===== src/rtl/rcst_pkg.sv =====
// package for the range chmax segment tree unit
// field widths, mode codes, controller states and command/status structs
package rcst_pkg;

   localparam int LEAVES_DEF     = 1024;
   localparam int VALUE_BITS_DEF = 31;

   localparam int MODE_W  = 2;
   localparam int BOUND_W = 11;
   localparam int RAISE_W = 31;
   localparam int POS_W   = 10;
   localparam int OUT_W   = 31;
   localparam int USED_W  = 11;
   localparam int ADDR_W  = 3;
   localparam int DATA_W  = 32;

   localparam logic [USED_W-1:0] USED_RESET = 11'd1024;

   localparam logic [MODE_W-1:0] MODE_CHMAX = 2'd0;
   localparam logic [MODE_W-1:0] MODE_READ  = 2'd1;
   localparam logic [MODE_W-1:0] MODE_CLEAR = 2'd2;

   localparam logic [ADDR_W-1:0] REG_USED_SIZE = 3'd0;

   typedef enum logic [3:0] {
      ST_CLEAR,
      ST_IDLE,
      ST_DISPATCH,
      ST_RD_ADDR,
      ST_RD_DATA,
      ST_RD_DONE,
      ST_UP_LEVEL,
      ST_UP_LRD,
      ST_UP_LWR,
      ST_UP_RCHK,
      ST_UP_RRD,
      ST_UP_RWR,
      ST_UP_SHIFT
   } state_type;

   typedef struct packed {
      logic load;
      logic clr;
      logic rd_issue;
      logic rd_acc;
      logic up_issue;
      logic up_write;
      logic sel_right;
      logic shift;
      logic emit;
   } cmd_type;

   typedef struct packed {
      logic [MODE_W-1:0] mode;
      logic              range_ok;
      logic              pos_ok;
      logic              l_lt_r;
      logic              l_odd;
      logic              r_odd;
      logic              p_is_one;
      logic              clr_last;
   } status_type;

endpackage


===== src/rtl/rcst_ctrl.sv =====
// controller state machine for the segment tree unit
// depends on rcst_pkg
module rcst_ctrl
   import rcst_pkg::*;
(
   input  logic       clock,
   input  logic       reset,
   input  logic       start,
   input  status_type stat,
   output cmd_type    cmd,
   output logic       busy
);

   state_type state_ff, state_in;

   always_ff @(posedge clock) begin
      if (reset) begin
         state_ff <= ST_CLEAR;
      end else begin
         state_ff <= state_in;
      end
   end

   always_comb begin
      state_in = state_ff;
      cmd      = '0;
      unique case (state_ff)
         ST_CLEAR: begin
            cmd.clr = 1'b1;
            if (stat.clr_last) state_in = ST_IDLE;
         end
         ST_IDLE: begin
            if (start) begin
               cmd.load = 1'b1;
               state_in = ST_DISPATCH;
            end
         end
         ST_DISPATCH: begin
            priority if (stat.mode == MODE_CHMAX) begin
               state_in = stat.range_ok ? ST_UP_LEVEL : ST_IDLE;
            end else if (stat.mode == MODE_READ) begin
               if (stat.pos_ok) begin
                  state_in = ST_RD_ADDR;
               end else begin
                  cmd.emit = 1'b1;
                  state_in = ST_IDLE;
               end
            end else if (stat.mode == MODE_CLEAR) begin
               state_in = ST_CLEAR;
            end else begin
               state_in = ST_IDLE;
            end
         end
         ST_RD_ADDR: begin
            cmd.rd_issue = 1'b1;
            state_in     = ST_RD_DATA;
         end
         ST_RD_DATA: begin
            cmd.rd_acc = 1'b1;
            state_in   = stat.p_is_one ? ST_RD_DONE : ST_RD_ADDR;
         end
         ST_RD_DONE: begin
            cmd.emit = 1'b1;
            state_in = ST_IDLE;
         end
         ST_UP_LEVEL: begin
            priority if (!stat.l_lt_r) state_in = ST_IDLE;
            else if (stat.l_odd)        state_in = ST_UP_LRD;
            else                        state_in = ST_UP_RCHK;
         end
         ST_UP_LRD: begin
            cmd.up_issue = 1'b1;
            state_in     = ST_UP_LWR;
         end
         ST_UP_LWR: begin
            cmd.up_write = 1'b1;
            state_in     = ST_UP_RCHK;
         end
         ST_UP_RCHK: begin
            state_in = stat.r_odd ? ST_UP_RRD : ST_UP_SHIFT;
         end
         ST_UP_RRD: begin
            cmd.up_issue  = 1'b1;
            cmd.sel_right = 1'b1;
            state_in      = ST_UP_RWR;
         end
         ST_UP_RWR: begin
            cmd.up_write  = 1'b1;
            cmd.sel_right = 1'b1;
            state_in      = ST_UP_SHIFT;
         end
         ST_UP_SHIFT: begin
            cmd.shift = 1'b1;
            state_in  = ST_UP_LEVEL;
         end
         default: state_in = ST_IDLE;
      endcase
   end

   assign busy = (state_ff != ST_IDLE);

endmodule


===== config.mk =====
export PLATFORM = sky130hd
export DESIGN_NAME = rcst_ctrl
export DESIGN_NICKNAME = d
export VERILOG_FILES = /design/src/rtl/rcst_pkg.sv /design/src/rtl/rcst_ctrl.sv
export SDC_FILE = /design/constraint.sdc
export NUM_CORES = 1
export LEC_CHECK = 0
export BUFFER_PORTS_ARGS = -buffer_cell sky130_fd_sc_hd__buf_2
export CORE_AREA = 2 2 39 41
export DETAILED_ROUTE_END_ITERATION = 16
export DIE_AREA = 0 0 41 43
export SYNTH_ARGS = -nofsm -noshare
export SYNTH_HDL_FRONTEND = slang
export SYNTH_SLANG_ARGS = --single-unit

===== constraint.sdc =====
create_clock -name clock -period 4.2 [get_ports clock]
set_input_delay 0.42 -clock clock [delete_from_list [all_inputs] [get_ports clock]]
set_output_delay 0.42 -clock clock [all_outputs]
set_load 0.005 [all_outputs]

# --- Word level (Yosys, flattened, before mapping) ---
# Index checks and enable logic that the tools add are counted.
# W data, S select, Z words.
classes:
  n_eq_ne: 17
  muxes: 25
  n_reduce_logical: 6
op_table:
  columns: ["operator", "count"]
  rows:
  - ["$pmux W4 S12", 1]
  - ["$mux W4", 6]
  - ["$eq A4 B4 Y1 const B", 5]
  - ["$eq A4 B3 Y1 const B", 4]
  - ["$mux W1", 13]
  - ["$mux W3", 3]
  - ["$eq A4 B2 Y1 const B", 2]
  - ["$reduce_or A2 Y1", 3]
  - ["$eq A4 B1 Y1 const B", 1]
  - ["$logic_not A4 Y1", 1]
  - ["$ne A2 B2 Y1 const B", 2]
  - ["$ne A4 B1 Y1 const B", 1]
  - ["$eq A2 B1 Y1 const B", 1]
  - ["$eq A2 B2 Y1 const B", 1]
  - ["$logic_not A2 Y1", 1]
  - ["$mux W2", 1]
  - ["$pmux W1 S2", 1]
  - ["$reduce_and A2 Y1", 1]
word_totals:
  reg_bits: 4
  input_bits: 12
  output_inout_bits: 10
  word_cells: 49

# --- Logic depth before layout (Yosys ltp) ---
# Gate-level depths: netlist (run 1).
depth:
  depth_word: 5
  depth_mapped: 5
  depth_no_buf: 4

# --- Least setup slack after synthesis (run 1) ---
# Ideal clock, no wire load.
synth_timing:
  kind: "flip-flop to output port"
  start: "register state_ff[3]"
  end: "output cmd[0] (netlist name)"
  t_arrival_ns: 1.171
  setup_slack_ns: 2.609
  path_stages_with_launch: 5
  n_path_buf: 1
  path_cell_list: "dfxtp_1 -> buf_6 -> or2_4 -> nor4_1 -> a32o_1"
synth_lines:
  columns: ["item", "line", "rtl"]
  rows:
  - ["start: declaration", "rcst_ctrl.sv:14", "state_type state_ff, state_in;"]
  - ["start signal: assignment", "rcst_ctrl.sv:20", "state_ff <= state_in;"]
  - ["end: declaration", "rcst_ctrl.sv:10", "output cmd_type cmd,"]

==> flow_metrics.py, run 1 <==
metrics = {
    "routing": {
        "drtIter0Drc": 15,
        "vias": 498,
        "wl_per_cell_um": 11.31,
        "ant_nets": 0,
        "routed_via_density": 5.188,
        "routed_wl_um": 1086,
        "first_pass_iters": 5,
        "drc": 0,
    },
    "cells_and_area": {
        "layout-drive-gt1-share": 0.3750,
        "regMostFlops": "state_ff",
        "largest_reg_flops": 4,
        "flow.area_growth_from_synthesis_pct": 30.03,
        "instances_no_fill": 96,
        "biggestRegsByFlops": "state_ff: 4 flops",
        "nets": 94,
        "antennaDiodeCount": 0,
        "utilization": 0.3915,
    },
    "global_routing": {
        "grt_start_max_net_pins": 14,
        "grt_use_total": 0.1315,
        "overflow": 0,
        "antenna_found_initial": 0,
        "grt_pass1_wl_um": 1538,
        "first_global_vias": 382,
    },
    "die": {
        "fp.dieH_um": 43,
        "die_w_um": 41,
        "die_area_um2": 1763,
        "floorplan.initialDensity": 0.3011,
        "rows": 14,
        "io_pins": 22,
        "core_area_um2": 1384,
    },
    "critical_path": {
        "cp_max_fo": 12,
        "cp.required_ns": 3.78,
        "cp-start-kind": "flip-flop",
        "reg2reg_to": "state_ff[1]$_SDFFE_PP0P_",
        "startpoint": "state_ff[2]$_SDFFE_PP0P_",
        "critPathCaptureType": "output pin",
        "reg2reg_from": "state_ff[2]$_SDFFE_PP0P_",
        "reg2reg_depth": 4,
        "crit_path_end": "cmd[0]",
        "ff2ff_setup_slack_ns": 2.65,
        "cp.arrival_ns": 1.64,
        "crit_type": "reg2out",
    },
    "sta": {
        "slew_headroom": 0.6893,
        "finalCritPeriodShare": 0.4905,
        "rsz0062_at_grt": "no",
        "slew_violations": 0,
        "setup_violations": 0,
        "skew_ns": 0.001158,
        "hold_violations": 0,
        "fmax_mhz": 485.4,
        "period_minus_slack_ns": 2.060,
        "worst_slew_pin_slew_ns": 0.4618,
        "setup_tns_ns": 0,
        "setup_slack_ns": 2.140,
    },
    "clock_tree": {
        "ctsHoldBuffers": 0,
        "cts_made_buffers": 3,
        "cts_tree": "yes",
        "cts_setup_buffers": 0,
        "clock_latency_ns": 0.24,
        "cts_root_buffer": "clkbuf_4",
        "cts.path.max_buffers": 2,
        "cts-htree-levels": 1,
        "clkTransAtPathRegs_ns": 0.04,
        "cts_resized": 0,
        "clkSinkCount": 4,
    },
    "place": {
        "dp_hpwl_um": 829.6,
        "dp_slack_ns": 2.406,
        "dp.cells": 93,
        "gp_congestion": 0.7733,
        "portBuffers": 21,
    },
    "power": {
        "pwr-share-clk": 0.418,
        "seqPwrFrac": 0.363,
        "irDropWorstVdd_mv": 0.08983,
        "power_mw": 0.1190,
        "p_sw_mw": 0.03395,
        "p_leak_nw": 0.2488,
        "pwr_density_cell_nw_per_um2": 219.6,
        "pwr-share-comb": 0.219,
        "swShare": 0.2854,
        "power.internal_mw": 0.08501,
    },
    "outcome": {
        "status": "finished, final reports clean",
    },
    "logic_synthesis": {
        "ys_warn_count": 0,
        "ys_types": 29,
        "ys_top_cells_by_area": "dfxtp_1 (19%), nor2_1 (9.0%), a21oi_1 (8.4%), nand2b_1 (4.5%), nor2b_1 (4.5%)",
        "synth_top_area_frac": 0.1922,
        "synth-seq-area-share": 0.1922,
        "syn-instance-count": 59,
        "synth-seq-cells": 4,
        "yosysTopAreaCell": "dfxtp_1",
        "synth_area_um2": 416.7,
        "syn_avg_cell_area_um2": 7.062,
        "syn_nets": 71,
    },
    "hold_path": {
        "hp-class": "in2reg",
    },
    "job": {
        "cap_viol_max_count": 0,
    },
}
==> per-layer routing <==
metal	vias up	global-route usage	wire, µm
met5	-	0	0
met4	0	0.1067	17
met3	2	0.03141	51
met2	21	0.1750	514
met1	222	0.1704	502
li1	253	-	-
==> critical path, stage by stage, from the launching register on <==
cell and delay [ns]:
dfxtp_1 0.40, or2_4 0.31, nor4_1 0.36, a32o_1 0.23, buf_2 0.10
==> Yosys cell counts, drive strengths merged <==
| library cell | count |
|---|---|
| a31oi | 2 |
| or3b | 1 |
| nand3b | 1 |
| and2b | 3 |
| nand2b | 3 |
| inv | 3 |
| a211oi | 2 |
| mux2 | 1 |
| or2 | 2 |
| a32o | 1 |
| clkbuf | 1 |
| a2bb2oi | 1 |
| nor3 | 1 |
| nor2 | 10 |
| o21bai | 1 |
| nor4 | 1 |
| nor2b | 3 |
| o21a | 1 |
| buf | 2 |
| o211ai | 1 |
| o32ai | 1 |
| a21oi | 7 |
| nand2 | 4 |
| a311oi | 1 |
| dfxtp | 4 |
| and3 | 1 |
==> layout make-up <==
class | instances | area, µm²
Tap cell | 16 | 20.02
Sequential cell | 4 | 80.08
Inverter | 3 | 11.26
Clock buffer | 3 | 22.52
Multi-Input combinational cell | 49 | 302.8
Fill cell | 160 | 842.1
Timing Repair Buffer | 21 | 105.1
==> through the flow <==
step | hold WS [ns] | instance area (µm²)
final | 0.3919 | 541.8
after floorplan | 0.4879 | 416.7
after global routing | 0.3904 | 541.8
after detailed placement | 0.6320 | 519.2
after CTS | 0.3871 | 541.8
after global placement | 0.6294 | 519.2
==> worst min-delay path by stage <==
stage / from / endpoint / slack [ns] / cells after the start
2_1_floorplan: reset / state_ff[1]$_SDFFE_PP0P_ / 0.49 / 1
3_3_place_gp: state_ff[2]$_SDFFE_PP0P_ / state_ff[3]$_SDFFE_PP0P_ / 0.63 / 2
3_5_place_dp: state_ff[2]$_SDFFE_PP0P_ / state_ff[3]$_SDFFE_PP0P_ / 0.63 / 2
4_1_cts: reset / state_ff[1]$_SDFFE_PP0P_ / 0.39 / 2
5_1_grt: reset / state_ff[1]$_SDFFE_PP0P_ / 0.39 / 2
6_report: reset / state_ff[1]$_SDFFE_PP0P_ / 0.39 / 2
==> logic make-up (layout without fill, tap and decap cells) <==
| kind of cell | after synthesis | count (layout) | share of synthesized area |
|---|---|---|---|
| flip-flops | 4 | 4 | 0.1922 |
| AND/OR/NAND/NOR | 30 | 30 | 0.3934 |
| multiplexers | 1 | 1 | 0.02703 |
| buffers and inverters | 6 | 27 | 0.08108 |
| AO/OA/AOI/OAI | 18 | 18 | 0.3063 |
==> power groups by stage <==
stage | clock, mW | combinational, mW | sequential (mW)
6_report | 0.0497 | 0.0261 | 0.0432
5_1_grt | 0.0536 | 0.0290 | 0.0436
4_1_cts | 0.0509 | 0.0261 | 0.0431
3_5_place_dp | 0 | 0.0260 | 0.0437
3_3_place_gp | 0 | 0.0261 | 0.0438
2_1_floorplan | 0 | 0.0166 | 0.0410
==> cell usage in the layout, fill, tap and decap left out <==
master	count
a211oi_1	2
a21oi_1	7
a2bb2oi_1	1
a311oi_2	1
a31oi_1	2
a32o_1	1
and2b_1	1
and2b_2	2
and3_1	1
buf_2	21
clkbuf_4	3
dfxtp_1	4
inv_1	3
mux2_2	1
nand2_1	4
nand2b_1	3
nand3b_1	1
nor2_1	10
nor2b_1	3
nor3_1	1
nor4_1	1
o211ai_1	1
o21a_1	1
o21bai_1	1
o32ai_1	1
or2_2	1
or2_4	1
or3b_1	1
No activity file was read; power rests on OpenSTA's default activity.
==> inputs of run 2 (changes only) <==
- clock period: 4.2 -> 2.15 ns (I/O delays scaled with it)
==> flow_metrics.py, run 2 (synthesis results as in run 1) <==
metrics = {
    "sta": {
        "slew_violations": 0,
        "rsz0062_at_grt": "no",
        "setup_violations": 0,
        "skew_ns": 0.003427,
        "fmax_mhz": 539.5,
        "hold-worst-slack_ns": 0.1975,
        "finalCritPeriodShare": 0.8621,
        "worst_slew_pin_slew_ns": 0.4718,
        "setup_tns_ns": 0,
        "slew_headroom": 0.6826,
        "period_minus_slack_ns": 1.854,
        "hold_violations": 0,
    },
    "routing": {
        "routed_wl_um": 1068,
        "drtIter0Drc": 9,
        "first_pass_iters": 4,
        "vias": 487,
        "wl_per_cell_um": 11.13,
        "ant_nets": 0,
        "routed_via_density": 5.073,
        "drc": 0,
    },
    "power": {
        "p_leak_nw": 0.2488,
        "irDropWorstVdd_mv": 0.2119,
        "pwr_density_cell_nw_per_um2": 418.0,
    },
    "die": {
        "die_w_um": 41,
        "rows": 14,
        "io_pins": 22,
        "fp.dieH_um": 43,
        "floorplan.initialDensity": 0.3011,
        "core_area_um2": 1384,
        "die_area_um2": 1763,
    },
    "cells_and_area": {
        "flow.area_growth_from_synthesis_pct": 30.03,
        "regMostFlops": "state_ff",
        "multi_input_area_um2": 302.8,
        "largest_reg_flops": 4,
        "antennaDiodeCount": 0,
        "nets": 94,
        "final_cell_mix": "buf_2 (21), nor2_1 (10), a21oi_1 (7)",
        "biggestRegsByFlops": "state_ff: 4 flops",
        "final_common_cell": "buf_2",
        "instances_no_fill": 96,
        "ff_latch_area_um2": 80.08,
        "num-fill-cells": 157,
        "layout-drive-gt1-share": 0.3750,
    },
    "clock_tree": {
        "cts_resized": 0,
        "ctsHoldBuffers": 0,
        "cts.path.max_buffers": 2,
        "cts_tree": "yes",
        "clock_latency_ns": 0.23,
        "cts_root_buffer": "clkbuf_4",
        "clkTransAtPathRegs_ns": 0.04,
        "cts-htree-levels": 1,
        "clkSinkCount": 4,
        "cts_setup_buffers": 0,
        "cts_made_buffers": 3,
    },
    "critical_path": {
        "cp_max_fo": 12,
        "cp-start-kind": "flip-flop",
        "cp.arrival_ns": 1.64,
        "crit_type": "reg2out",
        "critPathCaptureType": "output pin",
        "cp.required_ns": 1.93,
    },
    "place": {
        "dp.cells": 93,
        "portBuffers": 21,
        "dp_hpwl_um": 841.3,
        "gp_congestion": 0.7332,
    },
    "outcome": {
        "status": "finished, final reports clean",
    },
    "global_routing": {
        "grt_use_total": 0.1295,
        "first_global_vias": 394,
        "grt_pass1_wl_um": 1566,
        "overflow": 0,
        "grt_start_max_net_pins": 14,
        "antenna_found_initial": 0,
    },
    "hold_path": {
        "hp-class": "in2reg",
    },
    "job": {
        "cap_viol_max_count": 0,
    },
}
-- run 2: power by group --
part,internal [mW],total [mW],switching [mW]
clock network,0.0623,0.0911,0.0288
logic,0.0262,0.0506,0.0244
registers,0.0772,0.0847,0.00753
total,0.166,0.226,0.0607
-- run 2: area by class of cell --
type,instances,area share
Clock buffer,3,0.04157
Inverter,3,0.02079
Multi-Input combinational cell,49,0.5589
Sequential cell,4,0.1478
Tap cell,16,0.03695
Timing Repair Buffer,21,0.1940
-- run 2: worst max-delay path: stages (launching register included) --
cell	delay [ns]
dfxtp_1	0.40
or2_4	0.31
nor4_1	0.37
a32o_1	0.23
buf_2	0.10
-- run 2: through the flow --
step                      setup WS, ns  utilization  cell area (µm²)  total power [mW]
final                           0.2964       0.3915            541.8            0.2265
after global routing            0.1904       0.3915            541.8            0.2415
after CTS                       0.3074       0.3915            541.8            0.2307
after detailed placement        0.5579       0.3752            519.2            0.1367
after global placement          0.5994       0.3752            519.2            0.1365
after floorplan                 0.7640            -            416.7            0.1126
-- run 2: path summary, 6_finish.rpt --
check	slack, ns	from	end	depth (start not counted)
setup / recovery	0.30	state_ff[2]$_SDFFE_PP0P_	cmd[0]	4
hold / removal	0.20	reset	state_ff[1]$_SDFFE_PP0P_	2
setup reg to reg	0.63	state_ff[2]$_SDFFE_PP0P_	state_ff[1]$_SDFFE_PP0P_	4
hold reg to reg	0.66	state_ff[2]$_SDFFE_PP0P_	state_ff[3]$_SDFFE_PP0P_	2
-- run 2: metal layers --
metal	routed length, µm	global-route usage	vias up	part of all wire
met2	497	0.1844	19	0.47
met5	0	0	-	0
met1	488	0.1833	215	0.46
met4	0	0.04000	0	0
met3	83	0.03665	0	0.078
li1	-	-	253	-
==> inputs of run 3 (changes only) <==
- CTS_BUF_LIST: not set -> sky130_fd_sc_hd__clkbuf_2
- SLEW_MARGIN: not set -> 20
- clock period: 2.15 -> 1.6 ns (I/O delays scaled with it)
==> flow_metrics.py, run 3 (synthesis results as in run 1) <==
metrics = {
    "outcome": {
        "status": "finished, final reports clean",
    },
    "routing": {
        "routed_wl_um": 1108,
        "wl_per_cell_um": 11.19,
        "vias": 489,
        "drc": 0,
        "drtIter0Drc": 5,
        "routed_via_density": 4.939,
        "ant_nets": 0,
        "first_pass_iters": 2,
    },
    "sta": {
        "finalCritPeriodShare": 0.9484,
        "fmax_mhz": 659.0,
        "worst_slew_pin_slew_ns": 0.4601,
        "skew_ns": 0.003763,
        "slew_violations": 0,
        "hold-worst-slack_ns": 0.1565,
        "rsz0062_at_grt": "no",
        "slew_headroom": 0.6928,
        "setup_tns_ns": 0,
        "hold_violations": 0,
        "setup_violations": 0,
        "setup_slack_ns": 0.08250,
        "period_minus_slack_ns": 1.518,
    },
    "power": {
        "pwr-share-comb": 0.255,
        "pwr_density_cell_nw_per_um2": 487.8,
        "swShare": 0.3178,
        "pwr-share-clk": 0.336,
        "irDropWorstVdd_mv": 0.2801,
        "seqPwrFrac": 0.409,
        "power.internal_mw": 0.1907,
        "p_leak_nw": 0.2639,
        "p_sw_mw": 0.08883,
    },
    "place": {
        "portBuffers": 21,
        "dp.cells": 96,
        "dp_hpwl_um": 856.4,
        "gp_congestion": 0.8491,
        "dp_slack_ns": 0.1187,
    },
    "global_routing": {
        "antenna_found_initial": 0,
        "grt_pass1_wl_um": 1676,
        "first_global_vias": 431,
        "grt_start_max_net_pins": 14,
        "grt_use_total": 0.1355,
        "overflow": 0,
    },
    "die": {
        "io_pins": 22,
        "fp.dieH_um": 43,
        "core_area_um2": 1384,
        "rows": 14,
        "floorplan.initialDensity": 0.3011,
        "die_area_um2": 1763,
        "die_w_um": 41,
    },
    "cells_and_area": {
        "antennaDiodeCount": 0,
        "regMostFlops": "state_ff",
        "flow.area_growth_from_synthesis_pct": 37.54,
        "layout-drive-gt1-share": 0.4217,
        "num-fill-cells": 156,
        "nets": 97,
        "final_common_cell": "buf_2",
        "biggestRegsByFlops": "state_ff: 4 flops",
        "final_cell_mix": "buf_2 (21), nor2_1 (10), a21oi_1 (7)",
        "instances_no_fill": 99,
        "largest_reg_flops": 4,
    },
    "clock_tree": {
        "clkTransAtPathRegs_ns": 0.05,
        "cts_tree": "yes",
        "cts.path.max_buffers": 2,
        "cts-htree-levels": 1,
        "clock_latency_ns": 0.21,
        "cts_setup_buffers": 0,
        "ctsHoldBuffers": 0,
        "clkSinkCount": 4,
        "cts_made_buffers": 3,
        "cts_root_buffer": "clkbuf_2",
    },
    "critical_path": {
        "critPathCaptureType": "output pin",
        "slowest_delay_ns": 0.37,
        "ff2ff_setup_slack_ns": 0.13,
        "cp.required_ns": 1.44,
        "crit_buf_inv": 1,
        "cp.arrival_ns": 1.36,
        "cp-start-kind": "flip-flop",
        "path_cells": "or2_4 > nor4_4 > a32o_1 > buf_2",
        "crit_type": "reg2out",
        "path_delay_family": "simple AND/OR/NAND/NOR gates",
        "cp_max_fo": 7,
        "crit_slowest_cell": "dfxtp_1",
    },
    "job": {
        "cap_viol_max_count": 0,
    },
    "hold_path": {
        "hp-class": "in2reg",
    },
}
==> run 3: power by group through the flow <==
stage	clock network (mW)	registers (mW)	logic (mW)
final	0.0939	0.114	0.0713
after global routing	0.0986	0.115	0.0799
after global placement	0	0.114	0.0695
after CTS	0.0940	0.113	0.0709
after floorplan	0	0.108	0.0436
after detailed placement	0	0.115	0.0698
==> run 3: worst register-to-register path: stages, from the launching register on <==
cell and delay (ns):
dfxtp_1 0.37, and2b_1 0.25, a31oi_1 0.09, or3b_1 0.39
a311oi_2 0.27
==> run 3: per-layer routing <==
layer  vias up  routed length, µm  track usage
met5         -                  0            0
met4         0                 10      0.06000
met3         2                 45            0
met2        13                531       0.2156
met1       214                521       0.1833
li1        260                  -            -
==> run 3: what timing repair did <==
item,4_1_cts,5_1_grt
pin swaps,0,0
resized for setup,1,2
setup endpoints to repair,1,1
==> run 3: layout make-up <==
type	instances	area [µm²]	area share
repair buffers	24	127.6	0.2227
clock buffers	3	15.01	0.02620
flip-flops and latches	4	81.33	0.1419
multi-input cells	49	317.8	0.5546
inverters	3	11.26	0.01965
well taps	16	20.02	0.03493
==> run 3: path summary, 6_finish.rpt <==
path              depth (start not counted)                startpoint                       end
hold / removal                            2                     reset  state_ff[1]$_SDFFE_PP0P_
setup / recovery                          4  state_ff[3]$_SDFFE_PP0P_                    cmd[0]
hold reg to reg                           3  state_ff[2]$_SDFFE_PP0P_  state_ff[3]$_SDFFE_PP0P_
setup reg to reg                          4  state_ff[3]$_SDFFE_PP0P_  state_ff[1]$_SDFFE_PP0P_
==> run 3: per-stage QoR <==
step	total power, mW	instance area [µm²]	util
floorplan	0.1513	416.7	-
global placement	0.1839	541.8	0.3915
detailed placement	0.1845	541.8	0.3915
CTS	0.2779	563.0	0.4069
global route	0.2939	573.1	0.4141
finish	0.2796	573.1	0.4141
